--- config.mk ---
export PLATFORM = sky130hd
export DESIGN_NAME = thresholded_zero_run_encoder
export DESIGN_NICKNAME = d
export VERILOG_FILES = /design/src/rtl/tzr_pkg.sv /design/src/rtl/thresholded_zero_run_encoder.sv /design/src/rtl/tzr_front.sv /design/src/rtl/tzr_queue.sv /design/src/rtl/tzr_back.sv
export SDC_FILE = /design/constraint.sdc
export NUM_CORES = 1
export LEC_CHECK = 0
export BUFFER_PORTS_ARGS = -buffer_cell sky130_fd_sc_hd__clkbuf_2
export CORE_ASPECT_RATIO = 1.25
export CORE_UTILIZATION = 60
export CTS_BUF_LIST = sky130_fd_sc_hd__clkbuf_16
export CTS_CLUSTER_DIAMETER = 30
export DETAILED_ROUTE_END_ITERATION = 10
export GPL_ROUTABILITY_DRIVEN = 0
export GPL_TIMING_DRIVEN = 0
export PLACE_DENSITY = 0.86
export SLEW_MARGIN = 20
export SYNTH_ARGS = -nofsm -noshare
export SYNTH_HDL_FRONTEND = slang
export SYNTH_SLANG_ARGS = --single-unit
export TNS_END_PERCENT = 10
--- constraint.sdc ---
create_clock -name clock -period 6.5 [get_ports clock]
set_input_delay 0.975 -clock clock [delete_from_list [all_inputs] [get_ports clock]]
set_output_delay 0.975 -clock clock [all_outputs]
set_load 0.05 [all_outputs]
--- src/rtl/tzr_pkg.sv ---
// Shared types and constants for the thresholded zero-run encoder.
// Used by the front, queue, back and top-level modules; no dependencies.
package tzr_pkg;

   localparam int ByteWidth = 8;
   localparam int CsrIndexWidth = 8;
   localparam int JobBytes = 3;

   localparam logic [CsrIndexWidth-1:0] CsrMinSend = 8'd0;
   localparam logic [CsrIndexWidth-1:0] CsrMaxSend = 8'd1;
   localparam logic [CsrIndexWidth-1:0] CsrZeroRunLimit = 8'd2;

   localparam logic [ByteWidth-1:0] EscapeByte = 8'd0;
   localparam logic [ByteWidth-1:0] MinSendReset = 8'd1;
   localparam logic [ByteWidth-1:0] MaxSendReset = 8'd254;
   localparam logic [ByteWidth-1:0] ZeroRunLimitReset = 8'd255;

   typedef struct packed {
      logic [JobBytes-1:0][ByteWidth-1:0] bytes;
      logic [1:0] num;
   } job_type;

endpackage

--- src/rtl/thresholded_zero_run_encoder.sv ---
// Top level of the thresholded zero-run encoder.
// Instantiates tzr_front, tzr_queue and tzr_back; depends on tzr_pkg.
//
// Usage:
// The req channel carries one sample and a frame-end flag per transfer. The rsp
// channel carries one encoded byte per transfer, with last_of_run set on the
// final byte caused by a sample. Both channels use valid and stall.
// The csr channel writes min_send (index 0), max_send (index 1) and
// zero_run_limit (index 2); it is always ready, and other indexes are ignored.
// Write it only while the block is idle.
// A sample is classified in the cycle it is accepted and its bytes enter a
// two-entry queue; from there each byte passes through the output register to rsp.
// The serializer sends one byte per cycle while rsp does not stall, and a sample
// yields up to three bytes; a sample with no bytes puts no job in the queue.
// When rsp stalls, the output register holds its byte, the queue fills and
// req_stall rises once both entries are occupied.
// Reset restores the register defaults, clears the run count and empties the
// queue and output register.
module thresholded_zero_run_encoder (
   input  logic clock,
   input  logic reset,
   input  logic csr_valid,
   output logic csr_ready,
   input  logic [tzr_pkg::CsrIndexWidth-1:0] csr_index,
   input  logic [tzr_pkg::ByteWidth-1:0] csr_data,
   input  logic req_valid,
   output logic req_stall,
   input  logic [tzr_pkg::ByteWidth-1:0] req_sample,
   input  logic req_frame_end,
   output logic rsp_valid,
   input  logic rsp_stall,
   output logic [tzr_pkg::ByteWidth-1:0] rsp_out_byte,
   output logic rsp_last_of_run
);

   logic push;
   logic pop;
   logic queue_full;
   logic head_valid;
   tzr_pkg::job_type push_job;
   tzr_pkg::job_type head_job;

   tzr_front u_front (
      .clock(clock),
      .reset(reset),
      .csr_valid(csr_valid),
      .csr_ready(csr_ready),
      .csr_index(csr_index),
      .csr_data(csr_data),
      .req_valid(req_valid),
      .req_stall(req_stall),
      .req_sample(req_sample),
      .req_frame_end(req_frame_end),
      .queue_full(queue_full),
      .push(push),
      .push_job(push_job)
   );

   tzr_queue u_queue (
      .clock(clock),
      .reset(reset),
      .push(push),
      .push_job(push_job),
      .full(queue_full),
      .pop(pop),
      .head_valid(head_valid),
      .head_job(head_job)
   );

   tzr_back u_back (
      .clock(clock),
      .reset(reset),
      .head_valid(head_valid),
      .head_job(head_job),
      .pop(pop),
      .rsp_valid(rsp_valid),
      .rsp_stall(rsp_stall),
      .rsp_out_byte(rsp_out_byte),
      .rsp_last_of_run(rsp_last_of_run)
   );

endmodule

--- src/rtl/tzr_front.sv ---
// Front end: configuration registers, run counter and classification of each sample.
// Pushes one job of up to three bytes per sample that yields any; depends on tzr_pkg.
module tzr_front (
   input  logic clock,
   input  logic reset,
   input  logic csr_valid,
   output logic csr_ready,
   input  logic [tzr_pkg::CsrIndexWidth-1:0] csr_index,
   input  logic [tzr_pkg::ByteWidth-1:0] csr_data,
   input  logic req_valid,
   output logic req_stall,
   input  logic [tzr_pkg::ByteWidth-1:0] req_sample,
   input  logic req_frame_end,
   input  logic queue_full,
   output logic push,
   output tzr_pkg::job_type push_job
);

   logic [tzr_pkg::ByteWidth-1:0] min_send_ff;
   logic [tzr_pkg::ByteWidth-1:0] max_send_ff;
   logic [tzr_pkg::ByteWidth-1:0] limit_ff;
   logic [tzr_pkg::ByteWidth-1:0] count_ff;
   logic [tzr_pkg::ByteWidth-1:0] count_in;
   logic [tzr_pkg::ByteWidth-1:0] run_count;
   logic [tzr_pkg::ByteWidth-1:0] run_len;
   logic [tzr_pkg::ByteWidth-1:0] send_byte;
   logic [tzr_pkg::ByteWidth:0] count_plus;
   logic below;
   logic run_pair;
   logic send;
   logic flush_pair;
   logic accept;

   assign csr_ready = 1'b1;
   assign req_stall = queue_full;
   assign accept = req_valid && !queue_full;

   always_comb begin
      below = req_sample < min_send_ff;
      count_plus = {1'b0, count_ff} + {{tzr_pkg::ByteWidth{1'b0}}, 1'b1};
      run_pair = 1'b0;
      run_len = count_ff;
      run_count = count_ff;
      if (below) begin
         if (count_plus >= {1'b0, limit_ff}) begin
            run_pair = 1'b1;
            run_len = limit_ff;
            run_count = '0;
         end else begin
            run_count = count_plus[tzr_pkg::ByteWidth-1:0];
         end
      end else if (count_ff != '0) begin
         run_pair = 1'b1;
         run_count = '0;
      end

      send = 1'b1;
      send_byte = req_sample;
      if (req_sample > max_send_ff) begin
         send_byte = max_send_ff;
      end else if (below) begin
         send = 1'b0;
      end

      flush_pair = req_frame_end && (run_count != '0);
      count_in = flush_pair ? '0 : run_count;

      push_job.num = 2'({1'b0, run_pair} + {1'b0, run_pair} + {1'b0, send}
                        + {1'b0, flush_pair} + {1'b0, flush_pair});
      if (run_pair) begin
         push_job.bytes[0] = tzr_pkg::EscapeByte;
         push_job.bytes[1] = run_len;
         push_job.bytes[2] = send_byte;
      end else if (send) begin
         push_job.bytes[0] = send_byte;
         push_job.bytes[1] = tzr_pkg::EscapeByte;
         push_job.bytes[2] = run_count;
      end else begin
         push_job.bytes[0] = tzr_pkg::EscapeByte;
         push_job.bytes[1] = run_count;
         push_job.bytes[2] = run_count;
      end
      push = accept && (push_job.num != 2'd0);
   end

   always_ff @(posedge clock) begin
      if (reset) begin
         min_send_ff <= tzr_pkg::MinSendReset;
         max_send_ff <= tzr_pkg::MaxSendReset;
         limit_ff <= tzr_pkg::ZeroRunLimitReset;
         count_ff <= '0;
      end else begin
         if (csr_valid) begin
            case (csr_index)
               tzr_pkg::CsrMinSend: min_send_ff <= csr_data;
               tzr_pkg::CsrMaxSend: max_send_ff <= csr_data;
               tzr_pkg::CsrZeroRunLimit: limit_ff <= csr_data;
               default: ;
            endcase
         end
         if (accept) begin
            count_ff <= count_in;
         end
      end
   end

endmodule

--- src/rtl/tzr_queue.sv ---
// Two-entry job queue between the front end and the byte serializer.
// Depends on tzr_pkg for the job type.
module tzr_queue (
   input  logic clock,
   input  logic reset,
   input  logic push,
   input  tzr_pkg::job_type push_job,
   output logic full,
   input  logic pop,
   output logic head_valid,
   output tzr_pkg::job_type head_job
);

   tzr_pkg::job_type entry_ff [2];
   logic wr_ptr_ff;
   logic rd_ptr_ff;
   logic [1:0] fill_ff;
   logic [1:0] fill_in;

   assign full = fill_ff == 2'd2;
   assign head_valid = fill_ff != 2'd0;
   assign head_job = entry_ff[rd_ptr_ff];

   always_comb begin
      fill_in = fill_ff;
      if (push && !pop) begin
         fill_in = fill_ff + 2'd1;
      end else if (pop && !push) begin
         fill_in = fill_ff - 2'd1;
      end
   end

   always_ff @(posedge clock) begin
      if (push) begin
         entry_ff[wr_ptr_ff] <= push_job;
      end
      if (reset) begin
         wr_ptr_ff <= 1'b0;
         rd_ptr_ff <= 1'b0;
         fill_ff <= 2'd0;
      end else begin
         if (push) begin
            wr_ptr_ff <= !wr_ptr_ff;
         end
         if (pop) begin
            rd_ptr_ff <= !rd_ptr_ff;
         end
         fill_ff <= fill_in;
      end
   end

endmodule

--- src/rtl/tzr_back.sv ---
// Back end: sends the bytes of the head job one per transfer through an output register.
// Depends on tzr_pkg for the job type.
module tzr_back (
   input  logic clock,
   input  logic reset,
   input  logic head_valid,
   input  tzr_pkg::job_type head_job,
   output logic pop,
   output logic rsp_valid,
   input  logic rsp_stall,
   output logic [tzr_pkg::ByteWidth-1:0] rsp_out_byte,
   output logic rsp_last_of_run
);

   logic [1:0] pos_ff;
   logic rsp_valid_ff;
   logic [tzr_pkg::ByteWidth-1:0] out_byte_ff;
   logic last_ff;
   logic out_free;
   logic is_last;
   logic [tzr_pkg::ByteWidth-1:0] cur_byte;

   assign rsp_valid = rsp_valid_ff;
   assign rsp_out_byte = out_byte_ff;
   assign rsp_last_of_run = last_ff;

   always_comb begin
      out_free = !rsp_valid_ff || !rsp_stall;
      is_last = pos_ff == (head_job.num - 2'd1);
      pop = out_free && head_valid && is_last;
      case (pos_ff)
         2'd0: cur_byte = head_job.bytes[0];
         2'd1: cur_byte = head_job.bytes[1];
         default: cur_byte = head_job.bytes[2];
      endcase
   end

   always_ff @(posedge clock) begin
      if (out_free) begin
         out_byte_ff <= cur_byte;
         last_ff <= is_last;
      end
      if (reset) begin
         pos_ff <= 2'd0;
         rsp_valid_ff <= 1'b0;
      end else if (out_free) begin
         rsp_valid_ff <= head_valid;
         if (head_valid) begin
            pos_ff <= is_last ? 2'd0 : pos_ff + 2'd1;
         end
      end
   end

endmodule

=== Yosys cells after proc, flatten, opt, wreduce, memory -nomap -nowiden ===
Memory sizes are Yosys's and may differ from the RTL's. A register that Yosys moved wholly into a read port is not among the register bits.
Cells that the tools add are included.

* Flip-flop bits (word level): 48
* Bits in writable memories: 52
* Output and inout port bits: 12
* Memories: 1

* Add/sub/neg operators: 9
* Order comparisons: 3
* Eq/ne operators: 5
* Multiplexer cells: 22
* Reductions and logical operators: 26

{| class="wikitable"
|+ Memories
! name !! depth !! bits a word !! rd ports !! clocked after Yosys merged registers in !! wr ports !! line !! text
|-
| u_queue.entry_ff || 2 || 26 || 1 || 1 || 1 || tzr_queue.sv:14 || <nowiki>tzr_pkg::job_type entry_ff [2];</nowiki>
|}

{| class="wikitable"
|+ Operators with widths
! cell !! number
|-
| $mux 8 || 7
|-
| $mux 24 || 1
|-
| $mux 16 || 1
|-
| $pmux 8 s2 || 1
|-
| $reduce_bool 8->1 || 2
|-
| $add 8x1->9 const B || 1
|-
| $ge 9x8->1 || 1
|-
| $mux 1 || 9
|-
| $eq 8x1->1 const B || 1
|-
| $eq 8x2->1 const B || 1
|-
| $gt 8x8->1 || 1
|-
| $logic_not 8->1 || 1
|-
| $lt 8x8->1 || 1
|-
| $reduce_and 2->1 || 4
|-
| $logic_and 1x1->1 || 7
|-
| $logic_not 1->1 || 7
|-
| $add 2x1->2 || 3
|-
| $mux 2 || 3
|-
| $reduce_bool 2->1 || 3
|-
| $add 2x1->2 const B || 2
|-
| $sub 2x1->2 const B || 2
|-
| $add 1x1->2 || 1
|-
| $eq 2x1->1 const B || 1
|-
| $eq 2x2->1 || 1
|-
| other kinds (3) || 3
|}

=== Depth between registers and ports, before layout ===
* Depth in word-level cells: 14
* Depth in mapped cells: 17
* Mapped depth without buffers: 15

=== Modules after synthesis ===
Synthesis repeated with hierarchy kept, for this count alone.

* Cells, all modules: 496
* Area, all modules: 5,391.4 µm²

{| class="wikitable"
|+ By module, submodules not included
! module !! times used !! cells an instance !! area an instance (µm²)
|-
| tzr_front || 1 || 335 || 2,687.6
|-
| tzr_queue || 1 || 103 || 2,092.0
|-
| tzr_back || 1 || 58 || 611.8
|}

=== Least setup slack after synthesis ===
OpenSTA, ideal clock, no wires.

* Path kind: flip-flop to flip-flop
* Start point: reg u_front.count_ff[2] in the netlist's numbering
* End point: mem u_queue.entry_ff[0][0] in the netlist's numbering, enable pin
* Library setup time: 442 ps
* Arrival: 4,256 ps
* Required time: 6,058 ps
* Slack: 1,802 ps
* Cell stages (with the launch flop): 14
* Path buffers: 2
* Cell sequence: dfxtp_1 -> buf_2 -> and3_4 -> and3_1 -> nand3_1 -> xor2_1 -> inv_1 -> ha_1 -> nand3_1 -> a221oi_1 -> or3_4 -> buf_4 -> nor3_1 -> nor3_1

* Cells in the longest elaborated chain, start to end: 12

{| class="wikitable"
|+ Ends and longest elaborated chain
! what !! line !! text
|-
| start, declared || tzr_front.sv:22 || <nowiki>logic [tzr_pkg::ByteWidth-1:0] count_ff;</nowiki>
|-
| start signal, assigned || tzr_front.sv:102 || <nowiki>count_ff <= count_in;</nowiki>
|-
| $add 8x1->9 || tzr_front.sv:40 || <nowiki>count_plus = {1'b0, count_ff} + {{tzr_pkg::ByteWidth{1'b0}}, 1'b1};</nowiki>
|-
| $ge 9x8->1 || tzr_front.sv:45 || <nowiki>if (count_plus >= {1'b0, limit_ff}) begin</nowiki>
|-
| $mux 1 or $mux 8 (tied branches) || tzr_front.sv:45 ||
|-
| $mux 1 or $mux 8 (tied branches) || tzr_front.sv:44 || <nowiki>if (below) begin</nowiki>
|-
| $add 1x1->2 or $reduce_bool 8->1 (tied branches) || tzr_front.sv:68, tzr_front.sv:65 ||
|-
| $add 2x1->2 or $logic_and 1x1->1 (tied branches) || tzr_front.sv:68, tzr_front.sv:65 ||
|-
| $add 2x1->2 || tzr_front.sv:69 || <nowiki>+ {1'b0, flush_pair} + {1'b0, flush_pair});</nowiki>
|-
| $add 2x1->2 * || tzr_front.sv:69 ||
|-
| $reduce_bool 2->1 * || tzr_front.sv:83 || <nowiki>push = accept && (push_job.num != 2'd0);</nowiki>
|-
| $logic_and 1x1->1 * || tzr_front.sv:83 ||
|-
| $mux 1 * || tzr_queue.sv:34 || <nowiki>if (push) begin</nowiki>
|-
| $mux 1 (not written as such) * || tzr_queue.sv:35 || <nowiki>entry_ff[wr_ptr_ff] <= push_job;</nowiki>
|-
| end, declared || tzr_queue.sv:14 ||
|}

Every way passes the cells marked *; elsewhere a longest branch is shown, timed or not.

=== Final worst setup path ===
* Start point: reg u_front.count_ff[0] in the netlist's numbering
* End point: mem u_queue.entry_ff[1][8] in the netlist's numbering, enable pin

Same word-level chain as after synthesis.

==> flow_summary_export.csv <==
group,metric,value,unit
finish,drive_gt1_share,14.7,%
timing,max_freq,220,MHz
worst_setup_path,timing.rr.start,"u_front.count_ff[0]$_SDFFE_PP0P_",
timing,finalClockSkew,0.00774,ns
timing,slew_headroom,36.4,%
yosys,yosys_warnings,0,
clocking,cts_buffers,9,
floorplanning,rows,37,
timing,holdWs,0.473,ns
clocking,insertion_delay,0.35,ns
worst_setup_path,max_stage_delay,0.66,ns
global_routing,use_met3,5.20,%
clocking,cts_setup_buffers,0,
yosys,avgSynthCellArea,10.4,um2
floorplanning,dieArea,9020,um2
pwr,sw_frac_of_total,36.0,%
global_routing,grt.busiest_layer,"met2",
placed_design,pre_cts_slack,2.09,ns
flow_run,drv_cap,0,
finish,nets,612,
worst_setup_path,critPathLaunchType,"flop",
timing,fin_tns_setup,0,ns
yosys,syn_nets,558,
timing,fin_crit_sh,69.9,%
placed_design,post-dp-hpwl,8970,um
timing,post-route-min-period,4.54,ns
worst_setup_path,cp_max_fo,11,
detailed_routing,vias_per_cell,6.33,
finish,fin_util,70.5,%
finish,area_growth_syn_to_layout,12.7,%
detailed_routing,wl_per_cell,18.3,um
detailed_routing,drt-total-wl,12000,um
run_status,status,"complete, no violations",
pwr,finalPower,2.00,mW
clocking,clk_path_buf_depth,2,
timing,rsz0062_at_grt,"false",
floorplanning,num_io_pins,42,
pwr,max-vdd-ir-drop,0.000170,V
worst_hold_path,hold_path_depth,1,
yosys,ys_seq_area_share,50.8,%
worst_setup_path,worstPathCellList,"clkbuf_1 > nand3_1 > xor2_1 > inv_1 > ha_1 > o21a_1 > o21ai_0 > a221oi_1 > or3_4 > buf_4 > nor3_1 > nor3_2 > buf_4",
global_routing,grt_pass1_wl,19600,um
detailed_routing,antenna_left,0,
worst_setup_path,crit_slowest_cell,"a221oi_1",
worst_setup_path,worstSetupPathType,"reg2reg",
yosys,synthArstFlopShare,0,%
pwr,share_comb_of_total_power,30.5,%
clocking,root_buffer,"clkbuf_16",
global_routing,grt_usage,28.3,%
pwr,powerDensity,342,nW/um2
worst_setup_path,r2r_cells,13,
worst_setup_path,cp-startpoint,"u_front.count_ff[0]$_SDFFE_PP0P_",
worst_setup_path,cp_common_cell,"buf_4",
worst_setup_path,r2r-end,"u_queue.entry_ff[1][8]$_DFFE_PP_",
worst_hold_path,whs_endpoint,"u_front.max_send_ff[1]$_SDFFE_PP1P_",
global_routing,met2_usage,49.7,%
clocking,cts_tree,"built",
timing,hold_viol_final,0,
worst_hold_path,min_path_type,"reg2reg",
detailed_routing,drt_iter0_drc,383,
yosys,synth-edff-count,61,
floorplanning,die_width,85.1,um
yosys,yosysUniqueCellTypes,60,
pwr,p_int,1.28,mW
global_routing,overflow,0,
worst_setup_path,required,6.56,ns
timing,setup_viol,0,
timing,setup_slack,1.96,ns
finish,fill_cells,575,
floorplanning,initial_core_util,62.5,%
pwr,p_switching,0.721,mW
pwr,power_leakage,2.39,nW
detailed_routing,dr.pass1.iters,5,
global_routing,grt_max_degree,21,
finish,antenna_cells,0,
yosys,ys_ff_latch,101,
global_routing,antenna_found_initial,0,
yosys,synth_flop_cell,"edfxtp_1",
timing,slew_viol_final,0,
floorplanning,core,8290,um2
worst_setup_path,r2r_slack,1.96,ns
worst_setup_path,crit_buf_inv,4,
yosys,synth_area,5180,um2
clocking,cts_sinks,101,
floorplanning,die_h,106,um
pwr,seqPwrFrac,42.9,%
clocking,cts.clk_slew.worst_paths,0.07,ns
clocking,cts_hold_buf,0,
detailed_routing,drc,0,
clocking,cts_resized,0,
timing,tightest_slew,0.945,ns
clocking,cts_max_level,3,
pwr,p_clk_share,26.6,%
yosys,synthCells,500,
worst_setup_path,critPathCaptureType,"flop",
global_routing,grt_pass1_vias,3979,
detailed_routing,vias,4153,
placed_design,port_buffers,39,
worst_setup_path,crit_arrival,4.60,ns
worst_setup_path,crit_family,"simple AND/OR/NAND/NOR gates",
global_routing,use_met1,33.4,%
worst_hold_path,min-delay-start,"u_front.max_send_ff[1]$_SDFFE_PP1P_",
==> cell type report <==
type | count | area (um2) | area share, %
clock inverters | 7 | 75.1 | 1.29
clock buffers | 9 | 225 | 3.86
flip-flops and latches | 101 | 2630 | 45.1
multi-input cells | 327 | 2270 | 39.0
plain buffers | 29 | 124 | 2.12
repair buffers | 43 | 225 | 3.86
inverters | 43 | 161 | 2.76
well taps | 97 | 121 | 2.08
==> kinds of logic after synthesis <==
family	after synthesis	share of synthesized area (%)
and+or+nand+nor	135	12.9
xor gates and xnor gates	10	1.84
other	1	0.0724
adders and majority gates	28	6.76
muxes	11	2.12
AOI/OAI and AO/OA	142	20.0
DFF	101	50.8
buffers and inverters	72	5.50
==> synth_stat cells, types with 2 or more instances <==
cell | instances | area (um2)
nand2b_1 | 6 | 37.5
ha_1 | 28 | 350
a22oi_1 | 14 | 105
and3_1 | 6 | 37.5
nor3_1 | 16 | 80.1
buf_2 | 3 | 15.0
nor4_1 | 3 | 18.8
a211o_1 | 17 | 149
clkbuf_1 | 22 | 82.6
a211oi_1 | 8 | 60.1
a31oi_1 | 11 | 68.8
a2111oi_2 | 2 | 30.0
inv_1 | 42 | 158
nor3_2 | 2 | 20.0
or3_1 | 2 | 12.5
nand3_1 | 11 | 55.1
o21bai_1 | 3 | 22.5
nor2b_1 | 5 | 31.3
o31ai_1 | 3 | 22.5
xor2_1 | 6 | 52.6
o2bb2ai_1 | 2 | 17.5
o21ai_0 | 9 | 45.0
nor2_1 | 37 | 139
nand4_1 | 2 | 12.5
a22o_1 | 17 | 149
mux2i_1 | 11 | 110
buf_4 | 3 | 22.5
a21oi_1 | 23 | 115
edfxtp_1 | 61 | 1830
xnor2_1 | 3 | 26.3
o22ai_1 | 5 | 31.3
a32oi_1 | 3 | 26.3
nand2_1 | 35 | 131
dfxtp_1 | 40 | 801
a21o_1 | 5 | 37.5
o21ai_1 | 9 | 45.0
a221oi_1 | 2 | 17.5
==> metrics by stage <==
stage               cells  instance area, um2
floorplan             500                5180
global placement      636                5500
detailed placement    640                5540
CTS                   656                5840
global route          656                5840
finish                656                5840
==> how the worst max path moves through the flow <==
stage | end | slack, ns | cells after the start
final | u_queue.entry_ff[1][8]$_DFFE_PP_ | 1.96 | 13
after global routing | u_queue.entry_ff[0][2]$_DFFE_PP_ | 1.81 | 13
after CTS | u_queue.entry_ff[1][8]$_DFFE_PP_ | 2.05 | 13
after detailed placement | u_queue.entry_ff[1][18]$_DFFE_PP_ | 2.09 | 13
after global placement | u_queue.entry_ff[1][10]$_DFFE_PP_ | 0.42 | 12
after floorplan | u_queue.entry_ff[0][0]$_DFFE_PP_ | 1.80 | 13
==> state kept, by name, indices dropped and copies added, names as in the netlist, 2 cells and up, named ones only <==
signal and cells:
u_queue.entry_ff 52, u_back.rsp_out_byte 8, u_front.count_ff 8, u_front.limit_ff 8
u_front.max_send_ff 8, u_front.min_send_ff 8, u_back.pos_ff 2, u_queue.fill_ff 2
==> routing by layer <==
layer / part of all wire, % / vias up / wire, um
met5: 0 / - / 0
met4: 4.4 / 0 / 528
met3: 6.4 / 47 / 771
met2: 51 / 191 / 6060
met1: 39 / 1953 / 4610
li1: - / 1962 / -
==> placed cells by master (no fill, tap or decap), types with 9 or more instances in the layout <==
cell type	Yosys	final
a211o_1	17	17
nand2_1	35	35
a21oi_1	23	23
o21ai_0	9	9
a22oi_1	14	14
o21ai_1	9	9
nand3_1	11	11
clkbuf_16	0	9
a22o_1	17	17
edfxtp_1	61	61
mux2i_1	11	11
clkbuf_1	22	22
dfxtp_1	40	40
nor3_1	16	14
ha_1	28	28
nor2_1	37	37
inv_1	42	42
clkbuf_2	0	39
a31oi_1	11	11
==> worst register-to-register path, stage by stage, from the launching register on <==
cell and delay (ns):
dfxtp_1 0.42, clkbuf_1 0.38, nand3_1 0.15, xor2_1 0.45
inv_1 0.14, ha_1 0.30, o21a_1 0.11, o21ai_0 0.07
a221oi_1 0.66, or3_4 0.29, buf_4 0.20, nor3_1 0.11
nor3_2 0.64, buf_4 0.33
==> power groups by stage <==
stage	registers [mW]	logic (mW)	clock network, mW
after floorplan	0.981	0.333	0
after global placement	0.871	0.573	0
after detailed placement	0.871	0.606	0
after CTS	0.857	0.608	0.535
after global routing	0.867	0.663	0.561
final	0.857	0.610	0.533
No activity file was read; power rests on OpenSTA's default activity.
